--- src/ima_adpcm_encoder_defines.svh ---
// assertion macros for the adpcm encoder
`ifndef IMA_ADPCM_ENCODER_DEFINES_SVH
`define IMA_ADPCM_ENCODER_DEFINES_SVH

`ifndef SYNTH
`define IMA_ASSERT_IMP(lbl, a, b) \
  lbl: assert property (@(posedge clk_i) disable iff (!rst_ni) (a) |-> (b)) \
    else $error("assertion failed");
`define IMA_ASSERT_NXT(lbl, a, b) \
  lbl: assert property (@(posedge clk_i) disable iff (!rst_ni) (a) |=> (b)) \
    else $error("assertion failed");
`else
`define IMA_ASSERT_IMP(lbl, a, b)
`define IMA_ASSERT_NXT(lbl, a, b)
`endif

`endif

--- src/ima_enc_pkg.sv ---
`timescale 1ns / 1ps
package ima_enc_pkg;

  localparam logic [6:0]         STEP_LAST = 7'd88;
  localparam logic signed [15:0] PRED_MAX  = 16'sh7FFF;
  localparam logic signed [15:0] PRED_MIN  = -16'sh8000;

  typedef struct packed {
    logic       fire;
    logic       eob;
    logic [3:0] code;
  } ima_enc_code_t;

  function automatic logic [14:0] step_size(input logic [6:0] idx);
    logic [14:0] s;
    unique case (idx)
      7'd0:  s = 15'd7;     7'd1:  s = 15'd8;     7'd2:  s = 15'd9;
      7'd3:  s = 15'd10;    7'd4:  s = 15'd11;    7'd5:  s = 15'd12;
      7'd6:  s = 15'd13;    7'd7:  s = 15'd14;    7'd8:  s = 15'd16;
      7'd9:  s = 15'd17;    7'd10: s = 15'd19;    7'd11: s = 15'd21;
      7'd12: s = 15'd23;    7'd13: s = 15'd25;    7'd14: s = 15'd28;
      7'd15: s = 15'd31;    7'd16: s = 15'd34;    7'd17: s = 15'd37;
      7'd18: s = 15'd41;    7'd19: s = 15'd45;    7'd20: s = 15'd50;
      7'd21: s = 15'd55;    7'd22: s = 15'd60;    7'd23: s = 15'd66;
      7'd24: s = 15'd73;    7'd25: s = 15'd80;    7'd26: s = 15'd88;
      7'd27: s = 15'd97;    7'd28: s = 15'd107;   7'd29: s = 15'd118;
      7'd30: s = 15'd130;   7'd31: s = 15'd143;   7'd32: s = 15'd157;
      7'd33: s = 15'd173;   7'd34: s = 15'd190;   7'd35: s = 15'd209;
      7'd36: s = 15'd230;   7'd37: s = 15'd253;   7'd38: s = 15'd279;
      7'd39: s = 15'd307;   7'd40: s = 15'd337;   7'd41: s = 15'd371;
      7'd42: s = 15'd408;   7'd43: s = 15'd449;   7'd44: s = 15'd494;
      7'd45: s = 15'd544;   7'd46: s = 15'd598;   7'd47: s = 15'd658;
      7'd48: s = 15'd724;   7'd49: s = 15'd796;   7'd50: s = 15'd876;
      7'd51: s = 15'd963;   7'd52: s = 15'd1060;  7'd53: s = 15'd1166;
      7'd54: s = 15'd1282;  7'd55: s = 15'd1411;  7'd56: s = 15'd1552;
      7'd57: s = 15'd1707;  7'd58: s = 15'd1878;  7'd59: s = 15'd2066;
      7'd60: s = 15'd2272;  7'd61: s = 15'd2499;  7'd62: s = 15'd2749;
      7'd63: s = 15'd3024;  7'd64: s = 15'd3327;  7'd65: s = 15'd3660;
      7'd66: s = 15'd4026;  7'd67: s = 15'd4428;  7'd68: s = 15'd4871;
      7'd69: s = 15'd5358;  7'd70: s = 15'd5894;  7'd71: s = 15'd6484;
      7'd72: s = 15'd7132;  7'd73: s = 15'd7845;  7'd74: s = 15'd8630;
      7'd75: s = 15'd9493;  7'd76: s = 15'd10442; 7'd77: s = 15'd11487;
      7'd78: s = 15'd12635; 7'd79: s = 15'd13899; 7'd80: s = 15'd15289;
      7'd81: s = 15'd16818; 7'd82: s = 15'd18500; 7'd83: s = 15'd20350;
      7'd84: s = 15'd22385; 7'd85: s = 15'd24623; 7'd86: s = 15'd27086;
      7'd87: s = 15'd29794;
      default: s = 15'd32767;
    endcase
    return s;
  endfunction

  function automatic logic signed [4:0] index_adjust(input logic [2:0] mag);
    logic signed [4:0] a;
    unique case (mag)
      3'd4:    a = 5'sd2;
      3'd5:    a = 5'sd4;
      3'd6:    a = 5'sd6;
      3'd7:    a = 5'sd8;
      default: a = -5'sd1;
    endcase
    return a;
  endfunction

endpackage

--- src/ima_enc_if.sv ---
`timescale 1ns / 1ps
interface ima_enc_in_if;
  logic        valid;
  logic        ready;
  logic [15:0] sample;
  logic        end_of_block;

  modport source (output valid, output sample, output end_of_block, input ready);
  modport sink   (input valid, input sample, input end_of_block, output ready);
endinterface

interface ima_enc_out_if;
  logic       valid;
  logic       ready;
  logic [7:0] packed_byte;

  modport source (output valid, output packed_byte, input ready);
  modport sink   (input valid, input packed_byte, output ready);
endinterface

--- src/ima_enc_quant.sv ---
`timescale 1ns / 1ps
module ima_enc_quant
  import ima_enc_pkg::*;
(
  input  logic              clk_i,
  input  logic              rst_ni,
  input  logic              fire_i,
  input  logic signed [15:0] sample_i,
  output logic [3:0]        code_o,
  output logic [6:0]        pos_o
);

  logic signed [15:0] pred_q, pred_d;
  logic [6:0]         pos_q, pos_d;

  logic [14:0]        step;
  logic signed [16:0] diff;
  logic [16:0]        neg_diff;
  logic               neg;
  logic [15:0]        mag, r1, r2, delta;
  logic               b2, b1, b0;
  logic signed [17:0] pnext;
  logic signed [4:0]  adj;
  logic signed [7:0]  pos_sum;

  always_comb begin
    step     = step_size(pos_q);
    diff     = {sample_i[15], sample_i} - {pred_q[15], pred_q};
    neg_diff = 17'(-diff);
    neg      = diff[16];
    mag      = neg ? neg_diff[15:0] : diff[15:0];

    b2 = mag >= {1'b0, step};
    r1 = b2 ? mag - {1'b0, step} : mag;
    b1 = r1 >= {2'b0, step[14:1]};
    r2 = b1 ? r1 - {2'b0, step[14:1]} : r1;
    b0 = r2 >= {3'b0, step[14:2]};

    delta = {4'b0, step[14:3]}
          + (b2 ? {1'b0, step} : 16'd0)
          + (b1 ? {2'b0, step[14:1]} : 16'd0)
          + (b0 ? {3'b0, step[14:2]} : 16'd0);

    if (neg) begin
      pnext = {{2{pred_q[15]}}, pred_q} - $signed({2'b0, delta});
    end else begin
      pnext = {{2{pred_q[15]}}, pred_q} + $signed({2'b0, delta});
    end

    // saturate to 16 bits
    if (pnext[17:15] == 3'b000 || pnext[17:15] == 3'b111) begin
      pred_d = pnext[15:0];
    end else begin
      pred_d = pnext[17] ? PRED_MIN : PRED_MAX;
    end

    adj     = index_adjust({b2, b1, b0});
    pos_sum = $signed({1'b0, pos_q}) + {{3{adj[4]}}, adj};
    priority if (pos_sum[7]) begin
      pos_d = 7'd0;
    end else if (pos_sum[6:0] > STEP_LAST) begin
      pos_d = STEP_LAST;
    end else begin
      pos_d = pos_sum[6:0];
    end

    code_o = {neg, b2, b1, b0};
  end

  always_ff @(posedge clk_i or negedge rst_ni) begin
    if (!rst_ni) begin
      pred_q <= '0;
      pos_q  <= '0;
    end else if (fire_i) begin
      pred_q <= pred_d;
      pos_q  <= pos_d;
    end
  end

  assign pos_o = pos_q;

endmodule

--- src/ima_enc_pack.sv ---
`timescale 1ns / 1ps
module ima_enc_pack
  import ima_enc_pkg::*;
(
  input  logic          clk_i,
  input  logic          rst_ni,
  input  ima_enc_code_t code_i,
  output logic          can_take_o,
  ima_enc_out_if.source out_o
);

  logic [3:0] held_q, held_d;
  logic       pend_q, pend_d;
  logic       oval_q, oval_d;
  logic [7:0] obyte_q, obyte_d;
  logic       emit;

  assign can_take_o = !oval_q || out_o.ready;

  always_comb begin
    held_d  = held_q;
    pend_d  = pend_q;
    obyte_d = obyte_q;
    emit    = 1'b0;
    if (code_i.fire) begin
      priority if (pend_q) begin
        emit    = 1'b1;
        obyte_d = {code_i.code, held_q};
        held_d  = 4'd0;
        pend_d  = 1'b0;
      end else if (code_i.eob) begin
        emit    = 1'b1;
        obyte_d = {4'd0, code_i.code};
      end else begin
        held_d  = code_i.code;
        pend_d  = 1'b1;
      end
    end
    oval_d = emit || (oval_q && !out_o.ready);
  end

  always_ff @(posedge clk_i or negedge rst_ni) begin
    if (!rst_ni) begin
      held_q <= '0;
      pend_q <= 1'b0;
      oval_q <= 1'b0;
    end else begin
      held_q <= held_d;
      pend_q <= pend_d;
      oval_q <= oval_d;
    end
  end

  always_ff @(posedge clk_i) begin
    if (emit) begin
      obyte_q <= obyte_d;
    end
  end

  assign out_o.valid       = oval_q;
  assign out_o.packed_byte = obyte_q;

endmodule

--- src/ima_adpcm_encoder.sv ---
// ima adpcm encoder, two 4-bit codes packed per output byte (one at an odd block end)
// a sample passes the input register, then the output byte register, to its byte
// one sample per cycle unless stalled; predictor and step index update per sample
// a stalled output holds the sample in the input register
// reset: predictor, step index and held code cleared, no item in flight
`timescale 1ns / 1ps
`include "ima_adpcm_encoder_defines.svh"
module ima_adpcm_encoder
  import ima_enc_pkg::*;
(
  input  logic          clk_i,
  input  logic          rst_ni,
  ima_enc_in_if.sink    in_i,
  ima_enc_out_if.source out_o
);

  logic          in_valid_q;
  logic [15:0]   sample_q;
  logic          eob_q;
  logic          can_take;
  logic          advance;
  logic [3:0]    code;
  logic [6:0]    pos;
  ima_enc_code_t code_s;

  assign advance    = in_valid_q && can_take;
  assign in_i.ready = !in_valid_q || advance;

  always_ff @(posedge clk_i or negedge rst_ni) begin
    if (!rst_ni) begin
      in_valid_q <= 1'b0;
    end else if (in_i.ready) begin
      in_valid_q <= in_i.valid;
    end
  end

  always_ff @(posedge clk_i) begin
    if (in_i.ready && in_i.valid) begin
      sample_q <= in_i.sample;
      eob_q    <= in_i.end_of_block;
    end
  end

  ima_enc_quant u_quant (
    .clk_i    (clk_i),
    .rst_ni   (rst_ni),
    .fire_i   (advance),
    .sample_i ($signed(sample_q)),
    .code_o   (code),
    .pos_o    (pos)
  );

  assign code_s.fire = advance;
  assign code_s.eob  = eob_q;
  assign code_s.code = code;

  ima_enc_pack u_pack (
    .clk_i      (clk_i),
    .rst_ni     (rst_ni),
    .code_i     (code_s),
    .can_take_o (can_take),
    .out_o      (out_o)
  );

  `IMA_ASSERT_IMP(a_pos_range, 1'b1, pos <= STEP_LAST)
  `IMA_ASSERT_IMP(a_no_overrun, out_o.valid && !out_o.ready, !advance)
  `IMA_ASSERT_NXT(a_hold_input, in_valid_q && !advance, in_valid_q && $stable(sample_q))

endmodule
--- src/flat_wrapper.sv ---
// flat-port wrapper written by rule: the top's interface ports become plain ports
module ima_adpcm_encoder_flat import ima_enc_pkg::*;
  (clk_i, rst_ni, in_i_valid, in_i_sample, in_i_end_of_block, in_i_ready, out_o_valid, out_o_packed_byte, out_o_ready);
  ima_enc_in_if in_i_i ();
  ima_enc_out_if out_o_i ();
  input  logic clk_i;
  input  logic rst_ni;
  input wire logic [$bits(in_i_i.valid)-1:0] in_i_valid;
  input wire logic [$bits(in_i_i.sample)-1:0] in_i_sample;
  input wire logic [$bits(in_i_i.end_of_block)-1:0] in_i_end_of_block;
  output wire logic [$bits(in_i_i.ready)-1:0] in_i_ready;
  output wire logic [$bits(out_o_i.valid)-1:0] out_o_valid;
  output wire logic [$bits(out_o_i.packed_byte)-1:0] out_o_packed_byte;
  input wire logic [$bits(out_o_i.ready)-1:0] out_o_ready;
  assign in_i_i.valid = in_i_valid;
  assign in_i_i.sample = in_i_sample;
  assign in_i_i.end_of_block = in_i_end_of_block;
  assign in_i_ready = in_i_i.ready;
  assign out_o_valid = out_o_i.valid;
  assign out_o_packed_byte = out_o_i.packed_byte;
  assign out_o_i.ready = out_o_ready;
  ima_adpcm_encoder u_core (.clk_i(clk_i), .rst_ni(rst_ni), .in_i(in_i_i), .out_o(out_o_i));
endmodule
--- config.mk ---
export PLATFORM = sky130hd
export DESIGN_NAME = ima_adpcm_encoder_flat
export DESIGN_NICKNAME = d
export VERILOG_FILES = /design/src/ima_enc_pkg.sv /design/src/ima_enc_if.sv /design/src/ima_enc_quant.sv /design/src/ima_enc_pack.sv /design/src/ima_adpcm_encoder.sv /design/src/flat_wrapper.sv
export VERILOG_INCLUDE_DIRS = /design/src /design/src/src
export SDC_FILE = /design/constraint.sdc
export NUM_CORES = 1
export LEC_CHECK = 0
export BUFFER_PORTS_ARGS = -buffer_cell sky130_fd_sc_hd__buf_4
export CAP_MARGIN = 15
export CORE_MARGIN = 2
export CORE_UTILIZATION = 50
export CTS_CLUSTER_DIAMETER = 120
export DETAILED_ROUTE_END_ITERATION = 10
export PLACE_DENSITY = 0.66
export SLEW_MARGIN = 20
export SYNTH_ARGS = -nofsm -noshare
export SYNTH_HDL_FRONTEND = slang
export SYNTH_SLANG_ARGS = --single-unit
--- constraint.sdc ---
create_clock -name clk_i -period 18.64 [get_ports clk_i]
set_input_delay 3.728 -clock clk_i [delete_from_list [all_inputs] [get_ports clk_i]]
set_output_delay 3.728 -clock clk_i [all_outputs]
set_load 0.005 [all_outputs]
After elaboration in Yosys (flattened, before gate mapping)

Memories as Yosys holds them, arrays and structs flattened.
Cells that the tools add are included.
W data, S select, Z words.

Memories: 1
Register bits after elaboration: 55
RAM bits: 0
Latch bits: 0
Memory bits (read-only): 1920
Word-level logic and storage cells: 65

$add $sub $neg: 10
Div/mod/pow operators: 0
Shift operators: 0
Order comparisons: 4
Bitwise gates (word level): 0
$mul: 0
Equal/unequal tests: 6
Reductions and logical operators: 14
Muxes and demuxes: 21

Memories:

| memory           | words | bits a word | rd ports | clocked after memory_dff | write ports | RTL line          | source |
|---|---|---|---|---|---|---|---|
| (name not given) | 128   | 15          | 1        | 0                        | 0           | ima_enc_pkg.sv:16 | `unique case (idx)` |

Operators by type and width:

| kind                 | number |
|---|---|
| $mux W16             | 5 |
| $pmux W5 S4          | 1 |
| $add A16 B17 Y18     | 1 |
| $mux W18             | 1 |
| $sub A16 B17 Y18     | 1 |
| $sub A16 B16 Y17     | 1 |
| $add A12 B15 Y16     | 1 |
| $add A16 B13 Y16     | 1 |
| $add A16 B14 Y16     | 1 |
| $ge A16 B13 Y1       | 1 |
| $ge A16 B14 Y1       | 1 |
| $ge A16 B15 Y1       | 1 |
| $mux W8              | 2 |
| $neg A16 Y16         | 1 |
| $sub A16 B14 Y16     | 1 |
| $sub A16 B15 Y16     | 1 |
| $eq A3 B3 Y1 const B | 5 |
| $mux W15             | 1 |
| $mux W14             | 1 |
| $mux W7              | 2 |
| $mux W13             | 1 |
| $add A7 B8 Y8        | 1 |
| $mux W4              | 2 |
| $gt A7 B7 Y1 const B | 1 |
| 9 further kinds      | 20 |

Logic depth before layout (Yosys ltp)

Gate-level depths: netlist (run 1).

Word-level depth: 15
Gate-level depth with buffers: 82
Mapped depth without buffers: 77

Hierarchy

Synthesis (run 1) repeated with hierarchy kept, for this count alone.

Cell total of the unflattened synthesis: 1238
Area total of the unflattened synthesis: 9740.6 µm²

By module, submodules not included:

| module            | instances | area an instance (µm²) | cells each | seq. area each (µm²) |
|---|---|---|---|---|
| ima_enc_quant     | 1         | 8574.5                 | 1172       | 575.6 |
| ima_enc_pack      | 1         | 595.6                  | 44         | 390.4 |
| ima_adpcm_encoder | 1         | 570.5                  | 22         | 535.5 |

Worst setup path after synthesis (run 1)

No wires, ideal clock.

Path type: reg-to-reg
Start: register u_core.u_quant.pos_q[0], in the netlist u_core.u_quant.pos_o[0]
End: register u_core.u_quant.pred_q[3]
Slack: 2716 ps
Setup time: 136 ps
Required time: 18504 ps
Stages on the path, launching flop included: 76
Arrival time: 15788 ps
Path through: dfrtp_1 clkbuf_1 inv_1 ha_1 nand2_1 nor3b_1 a21oi_1 mux4_2 o21ai_0 ha_1 a21o_1 a21oi_1 o21bai_1 a21oi_1 o211ai_1 a21oi_1 nor2b_1 o311ai_2 [... 40 more ...] o21ai_0 a21oi_1 xor2_1 nand2_1 o21ai_0 xnor2_1 ha_1 and4_1 nand3_1 a211oi_1 nor2_1 a221oi_1 a211o_1 nand3_1 a31o_2 nor3_1 buf_2 a22oi_1

Word-level cells in the longest chain between the ends: 13
Elaborated cells on any way between the ends: 22

RTL lines:

| what                                                 | RTL line                                 | source |
|---|---|---|
| start, declared                                      | ima_enc_quant.sv:14                      | `logic [6:0] pos_q, pos_d;` |
| start signal, assigned                               | ima_enc_quant.sv:76                      | `pos_q <= pos_d;` |
| $mem_v2 Z128 W15 (*)                                 | n/a                                      |  |
| $sub A16 B15 Y16 or $ge A16 B15 Y1 (tied branches)   | ima_enc_quant.sv:34, ima_enc_quant.sv:33 |  |
| $mux W16                                             | ima_enc_quant.sv:34                      | `r1 = b2 ? mag - {1'b0, step} : mag;` |
| $sub A16 B14 Y16 or $ge A16 B14 Y1 (tied branches)   | ima_enc_quant.sv:36, ima_enc_quant.sv:35 |  |
| $mux W16                                             | ima_enc_quant.sv:36                      | `r2 = b1 ? r1 - {2'b0, step[14:1]} : r1;` |
| $ge A16 B13 Y1                                       | ima_enc_quant.sv:37                      | `b0 = r2 >= {3'b0, step[14:2]};` |
| $mux W13                                             | ima_enc_quant.sv:42                      | `+ (b0 ? {3'b0, step[14:2]} : 16'd0);` |
| $add A16 B13 Y16 (*)                                 | ima_enc_quant.sv:42                      |  |
| $add A16 B17 Y18 or $sub A16 B17 Y18 (tied branches) | ima_enc_quant.sv:47, ima_enc_quant.sv:45 |  |
| $mux W18 (*)                                         | ima_enc_quant.sv:44                      | `if (neg) begin` |
| $eq A3 B3 Y1 or $logic_not A3 Y1 (tied branches)     | ima_enc_quant.sv:51                      | `if (pnext[17:15] == 3'b000 \|\| pnext[17:15] == 3'b111) begin` |
| $logic_or A1 B1 Y1                                   | ima_enc_quant.sv:51                      |  |
| $mux W16 (*)                                         | ima_enc_quant.sv:51                      |  |
| end signal, assigned                                 | ima_enc_quant.sv:75                      | `pred_q <= pred_d;` |
| end, declared                                        | ima_enc_quant.sv:13                      | `logic signed [15:0] pred_q, pred_d;` |

Every way passes the cells marked *; elsewhere a longest branch is shown, timed or not.
A chain may end at the register's enable or synchronous reset.

Worst setup path after layout (run 1)

Start: register u_core.u_quant.pred_q[10]
End: register u_core.u_quant.pred_q[9]

Word-level cells in the longest chain between the ends: 15
Elaborated cells on any way between the ends: 24

RTL lines:

| what                                                 | RTL line                                 | source |
|---|---|---|
| $sub A16 B16 Y17                                     | ima_enc_quant.sv:28                      | `diff = {sample_i[15], sample_i} - {pred_q[15], pred_q};` |
| $neg A16 Y16                                         | ima_enc_quant.sv:29                      | `neg_diff = 17'(-diff);` |
| $mux W16                                             | ima_enc_quant.sv:31                      | `mag = neg ? neg_diff[15:0] : diff[15:0];` |
| $sub A16 B15 Y16 or $ge A16 B15 Y1 (tied branches)   | ima_enc_quant.sv:34, ima_enc_quant.sv:33 |  |
| $mux W16                                             | ima_enc_quant.sv:34                      |  |
| $sub A16 B14 Y16 or $ge A16 B14 Y1 (tied branches)   | ima_enc_quant.sv:36, ima_enc_quant.sv:35 |  |
| $mux W16                                             | ima_enc_quant.sv:36                      |  |
| $ge A16 B13 Y1                                       | ima_enc_quant.sv:37                      |  |
| $mux W13                                             | ima_enc_quant.sv:42                      |  |
| $add A16 B13 Y16                                     | ima_enc_quant.sv:42                      |  |
| $add A16 B17 Y18 or $sub A16 B17 Y18 (tied branches) | ima_enc_quant.sv:47, ima_enc_quant.sv:45 |  |
| $mux W18 (*)                                         | ima_enc_quant.sv:44                      |  |
| $eq A3 B3 Y1 or $logic_not A3 Y1 (tied branches)     | ima_enc_quant.sv:51                      |  |
| $logic_or A1 B1 Y1                                   | ima_enc_quant.sv:51                      |  |
| $mux W16 (*)                                         | ima_enc_quant.sv:51                      |  |

Marked as above.

==> flow_summary_export.csv, run 1 <==
group,metric,value,unit
finish,nets,1486,
worst_setup_path,rrSetupSlack,1590,ps
global_routing,grt_max_degree,45,
worst_setup_path,reg2reg_from,"u_core.u_quant.pred_q[10]",
timing,period_share,91.5,%
clock_tree,path_clk_slew,80,ps
detailed_routing,avgViaCountPerCell,5.95,
global_routing,antenna_found_initial,0,
synthesis,synthArstFlopShare,54.5,%
worst_setup_path,required,18830,ps
floorplan,boundaryPins,31,
finish,layout_common_cells,"nor2_1, ha_1, a21oi_1, nand2_1, inv_1",
detailed_routing,first_iter_violations,525,
global_routing,grtUsageMet2,42.7,%
hold_path,hold_class,"reg -> reg",
floorplan,fp.dieArea,21200,um^2
floorplan,die_w,146,um
timing,setup_violations,0,
synthesis,synth_top_area_cell,"ha_1",
status,status,"finished clean",
clock_tree,cts_sinks,55,
finish,nFillCells,1870,
worst_setup_path,r2r_cells,74,
finish,num_antenna_cells,0,
detailed_routing,wl_per_cell,17.3,um
place,gp_congestion,0.955,
clock_tree,cts_buffers,5,
timing,setup_tns,0,ps
global_routing,grt.busiest_layer,"met2",
worst_setup_path,path_max_fanout,18,
floorplan,die_y,146,um
clock_tree,cts_root_buf,"clkbuf_16",
timing,slew_headroom,39.2,%
synthesis,synth_top_area_share,14.7,%
worst_setup_path,startpoint_type,"flip-flop",
detailed_routing,vias,9417,
worst_setup_path,cpMostUsedCell,"a21oi_1",
worst_setup_path,crit_type,"reg -> reg",
worst_setup_path,crit_arrival,17250,ps
synthesis,yosys_warnings,0,
global_routing,track_usage,25.4,%
timing,finalClockSkew,9.89,ps
detailed_routing,antenna_left,0,
synthesis,synth_seq_cells,55,
synthesis,yosysSeqAreaShare,15.0,%
finish,final_cells,1583,
floorplan,fp.coreArea,19600,um^2
detailed_routing,drc,0,
clock_tree,cts_hold_buf,0,
timing,finalHoldViolCount,0,
synthesis,synth_area_leaders,"ha_1, dfrtp_1, edfxtp_1, fa_1, a21oi_1",
hold_path,worstHoldStart,"u_core.u_pack.held_q[1]",
finish,drive_gt1_share,9.56,%
clock_tree,htreeDepth,2,
clock_tree,clock_path_buffers,2,
place,pre_cts_slack,753,ps
hold_path,hold_path_end,"u_core.u_pack.held_q[1]",
timing,slew_violations,0,
synthesis,syn-instance-count,1302,
synthesis,syn_area,10000,um^2
global_routing,use_met3,2.92,%
worst_setup_path,slowest_stage,"fa_1",
place,portBuffers,30,
clock_tree,clock_latency,310,ps
worst_setup_path,r2r_end,"u_core.u_quant.pred_q[9]",
timing,max_freq,58.6,MHz
global_routing,grt_pass1_wl,44700,um
synthesis,synth_edf_count,25,
job,drv_cap,0,
detailed_routing,wirelength,27300,um
synthesis,synth_top_flop_cell,"dfrtp_1",
hold_path,hold_depth,2,
timing,period_needed,17050,ps
global_routing,grtUsageMet1,34.5,%
synthesis,avgSynthCellArea,7.70,um^2
place,place_hpwl,21400,um
finish,syn_to_final_growth,7.87,%
floorplan,start_util,51.2,%
synthesis,synth_cell_type_count,82,
worst_setup_path,slowest_delay,520,ps
synthesis,syn-num-nets,1471,
timing,setup_ws,1590,ps
floorplan,rows,51,
detailed_routing,drt_first_pass_iters,5,
worst_setup_path,end_kind,"flip-flop",
global_routing,grt_pass1_vias,8926,
global_routing,grt.overflow.total,0,
clock_tree,cts_tree,"yes",
timing,rsz0062_at_grt,"no",
timing,max_slew.worst_pin.slew,897,ps
finish,mostFrequentLayoutCell,"nor2_1",
place,dp.cells,1569,
## through the flow
step	area (um^2)	hold WS, ps	util, %
floorplan	10000	466	-
global placement	10600	483	54.0
detailed placement	10600	501	54.0
CTS	10700	519	54.8
global route	10800	537	55.2
finish	10800	526	55.2
## repair_timing
item                                    in CTS  in global routing
setup buffers                                0                  6
resized for setup                            0                  6
endpoints found under the setup margin       0                 16
## registers in the layout, indices dropped and copies added, names as in the netlist
| register | flops |
|---|---|
| u_core.sample_q | 16 |
| u_core.u_quant.pred_q | 16 |
| u_core.u_pack.out_o.packed_byte | 8 |
| u_core.u_quant.pos_o | 7 |
| u_core.u_pack.held_q | 4 |
| u_core.eob_q | 1 |
| u_core.in_valid_q | 1 |
| u_core.u_pack.out_o.valid | 1 |
| u_core.u_pack.pend_q | 1 |
## final cells by class
class,count,area (um^2),area share [%]
Tap cell,265,332,3.07
Sequential cell,55,1500,13.9
Multi-Input combinational cell,1088,7950,73.5
Clock buffer,6,139,1.28
Inverter,103,387,3.57
Clock inverter,2,20.0,0.185
Timing Repair Buffer,64,480,4.44
## worst max-delay path by stage
stage,slack [ps],cells past startpoint,to,start
finish,1590,74,u_core.u_quant.pred_q[9],u_core.u_quant.pred_q[10]
global route,130,74,u_core.u_quant.pred_q[13],u_core.u_quant.pred_q[10]
CTS,660,73,u_core.u_quant.pred_q[9],u_core.u_quant.pos_o[1]
detailed placement,750,72,u_core.u_quant.pred_q[9],u_core.u_quant.pred_q[10]
global placement,1150,73,u_core.u_quant.pred_q[9],u_core.u_quant.pos_o[1]
floorplan,2720,75,u_core.u_quant.pred_q[3],u_core.u_quant.pos_o[0]
## cell usage after synthesis, types with 11 or more instances
cell,instances
nor2_1,144
ha_1,118
a21oi_1,108
nand2_1,104
inv_1,101
o21ai_0,84
xnor2_1,55
clkbuf_1,44
xor2_1,32
a21o_1,30
dfrtp_1,30
fa_1,30
nand2b_1,26
edfxtp_1,25
nor3_1,25
o21a_1,20
a22oi_1,18
nand3_1,18
nor2b_1,17
a211oi_1,16
a31oi_1,16
a21boi_0,15
mux2_2,15
and2_1,13
o21bai_1,11
## metal layers
layer | wire [um] | vias to the layer above | part of all wire (%)
met5 | 0 | - | 0
met4 | 816 | 0 | 3.0
met3 | 1210 | 49 | 4.4
met2 | 12600 | 254 | 46
met1 | 12700 | 4394 | 46
li1 | - | 4720 | -
## kinds of logic (layout without fill, tap and decap cells)
family          count (synthesis)  after routing  synth area share (%)
flops                          55             55                  15.0
compound gates                414            414                  27.8
xor+xnor                       87             87                  7.60
simple gates                  412            412                  19.5
mux                            27             27                  3.26
fa+ha+maj                     148            148                  20.7
buf+inv                       159            175                  6.18
## critical path: cells and delay by family (launching register included)
| family | cells | cell delay [ps] |
|---|---|---|
| adders and majority gates | 8 | 3360 |
| buffers and inverters | 8 | 1320 |
| muxes | 3 | 1070 |
| AOI/OAI and AO/OA | 40 | 8210 |
| DFF | 1 | 370 |
| xor gates and xnor gates | 2 | 420 |
| and+or+nand+nor | 13 | 2160 |
Power of run 1 is not shown: default switching activity piles up to over one toggle a cycle in this logic, so the estimate is an artifact.
==> run 2, diff against run 1 <==
Settings changed: CELL_PAD_IN_SITES_DETAIL_PLACEMENT set to 2, CELL_PAD_IN_SITES_GLOBAL_PLACEMENT set to 2, CORE_UTILIZATION 50 to 39, PLACE_DENSITY 0.66 to 0.83.
==> run 2 against run 1 <==
  * Setup slack lost 390 ps
  * Wire length rose by 35%
  * Critical path depth increased by 2
  * Utilization is 12 points lower
  * Via count rose by 4.9%
  * Global-route usage grew 2.6 points
  * Critical path type unchanged
  * Critical endpoint is now u_core.u_quant.pred_q[13]
==> flow_summary_export.csv, run 2 (synthesis results as in run 1) <==
group,metric,value,unit
clock_tree,cts_tree,"yes",
floorplan,die_y,164,um
clock_tree,cts_buffers,5,
global_routing,antenna_found_initial,0,
global_routing,grt_max_degree,49,
finish,mostFrequentLayoutCell,"nor2_1",
floorplan,fp.coreArea,25200,um^2
timing,period_needed,17440,ps
hold_path,worstHoldStart,"u_core.u_pack.held_q[1]",
clock_tree,cts_hold_buf,0,
hold_path,hold_class,"reg -> reg",
place,place_hpwl,29200,um
job,drv_cap,0,
detailed_routing,vias,9876,
worst_setup_path,crit_type,"reg -> reg",
place,gp_congestion,0.876,
clock_tree,cts_root_buf,"clkbuf_16",
detailed_routing,antenna_left,0,
detailed_routing,wirelength,36900,um
worst_setup_path,end_kind,"flip-flop",
global_routing,grt.overflow.total,0,
timing,finalHoldViolCount,0,
worst_setup_path,slowest_stage,"fa_1",
worst_setup_path,crit_arrival,17630,ps
timing,max_slew.worst_pin.slew,1020,ps
timing,slew_headroom,31.1,%
status,status,"finished clean",
floorplan,rows,58,
worst_setup_path,cpMostUsedCell,"a21o_1",
floorplan,start_util,39.8,%
finish,nets,1480,
timing,setup_violations,0,
floorplan,boundaryPins,31,
worst_setup_path,required,18830,ps
timing,period_share,93.5,%
finish,syn_to_final_growth,8.19,%
worst_setup_path,setup.worst_path.start,"u_core.u_quant.pred_q[0]",
worst_setup_path,reg2reg_from,"u_core.u_quant.pred_q[0]",
clock_tree,clock_path_buffers,2,
global_routing,track_usage,28.0,%
detailed_routing,avgViaCountPerCell,6.01,
timing,setup_tns,0,ps
finish,drive_gt1_share,9.22,%
detailed_routing,wl_per_cell,22.5,um
timing,finalClockSkew,8.72,ps
timing,max_freq,57.3,MHz
clock_tree,clock_latency,320,ps
worst_setup_path,path_max_fanout,18,
detailed_routing,first_iter_violations,516,
clock_tree,path_clk_slew,90,ps
detailed_routing,drt_first_pass_iters,5,
clock_tree,htreeDepth,2,
place,portBuffers,30,
finish,num_antenna_cells,0,
floorplan,fp.dieArea,27000,um^2
worst_setup_path,slowest_delay,530,ps
clock_tree,cts_sinks,55,
global_routing,grt_pass1_wl,59300,um
timing,slew_violations,0,
detailed_routing,drc,0,
global_routing,grt_pass1_vias,10800,
finish,layout_common_cells,"nor2_1, ha_1, a21oi_1, nand2_1, inv_1",
timing,hold_ws,526,ps
worst_setup_path,startpoint_type,"flip-flop",
floorplan,die_w,164,um
-- run 2: cell types whose count changed in the layout (fill, tap and decap cells not counted), moves of 2 or more --
cell     change
a21oi_2      +2
a21oi_1      -2
o21ai_0      -3
buf_4        -6
o21ai_1      +3
-- run 2: through the flow --
stage          setup WS (ps)  area (um^2)  instances  utilization, %
5_1_grt                -35.5        10800       1642            43.1
6_report                1200        10800       1642            43.1
4_1_cts                  321        10800       1640            42.9
3_3_place_gp            1480        10600       1632            42.3
3_5_place_dp             426        10600       1632            42.3
2_1_floorplan           2720        10000       1302               -
-- run 2: cell type report --
cell class                 instances  area [um^2]
inverter                         103          387
clock buffer                       5          125
tap                              330          413
fill                            2891        14300
clock inverter                     3         33.8
timing repair buffer              58          435
multi-input combinational       1088         7950
sequential                        55         1500
-- run 2: worst max-delay path: cells and delay by family (launching register included) --
| kind | cells | cell delay (ps) |
|---|---|---|
| compound gates | 37 | 7670 |
| flops | 1 | 400 |
| mux | 2 | 700 |
| xor+xnor | 3 | 770 |
| simple gates | 16 | 2650 |
| buf+inv | 8 | 1350 |
| fa+ha+maj | 10 | 3790 |
-- run 2: layer usage --
layer | GRT usage [%] | vias up | routed length, um
li1 | - | 4686 | -
met3 | 3.33 | 64 | 1100
met1 | 35.0 | 4964 | 16200
met4 | 9.89 | 0 | 1250
met2 | 49.4 | 162 | 18400
met5 | 0 | - | 0
-- run 2: repair_timing --
action                                 4_1_cts  5_1_grt
setup endpoints to repair                    0       15
buffers inserted                             0        2
resized for setup                            0       10
endpoints found under the hold margin        0        0
-- run 2: worst paths after layout --
kind                                              to  slack, ps  depth (start not counted)
setup / recovery           u_core.u_quant.pred_q[13]       1200                         76
hold / removal               u_core.u_pack.held_q[1]        530                          2
setup reg to reg           u_core.u_quant.pred_q[13]       1200                         76
hold reg to reg              u_core.u_pack.held_q[1]        530                          2
max in group asynchronous    u_core.u_quant.pos_o[3]      14920                          1
min in group asynchronous  u_core.u_quant.pred_q[13]       3360                          1
Power of run 2 is left out for the same reason.
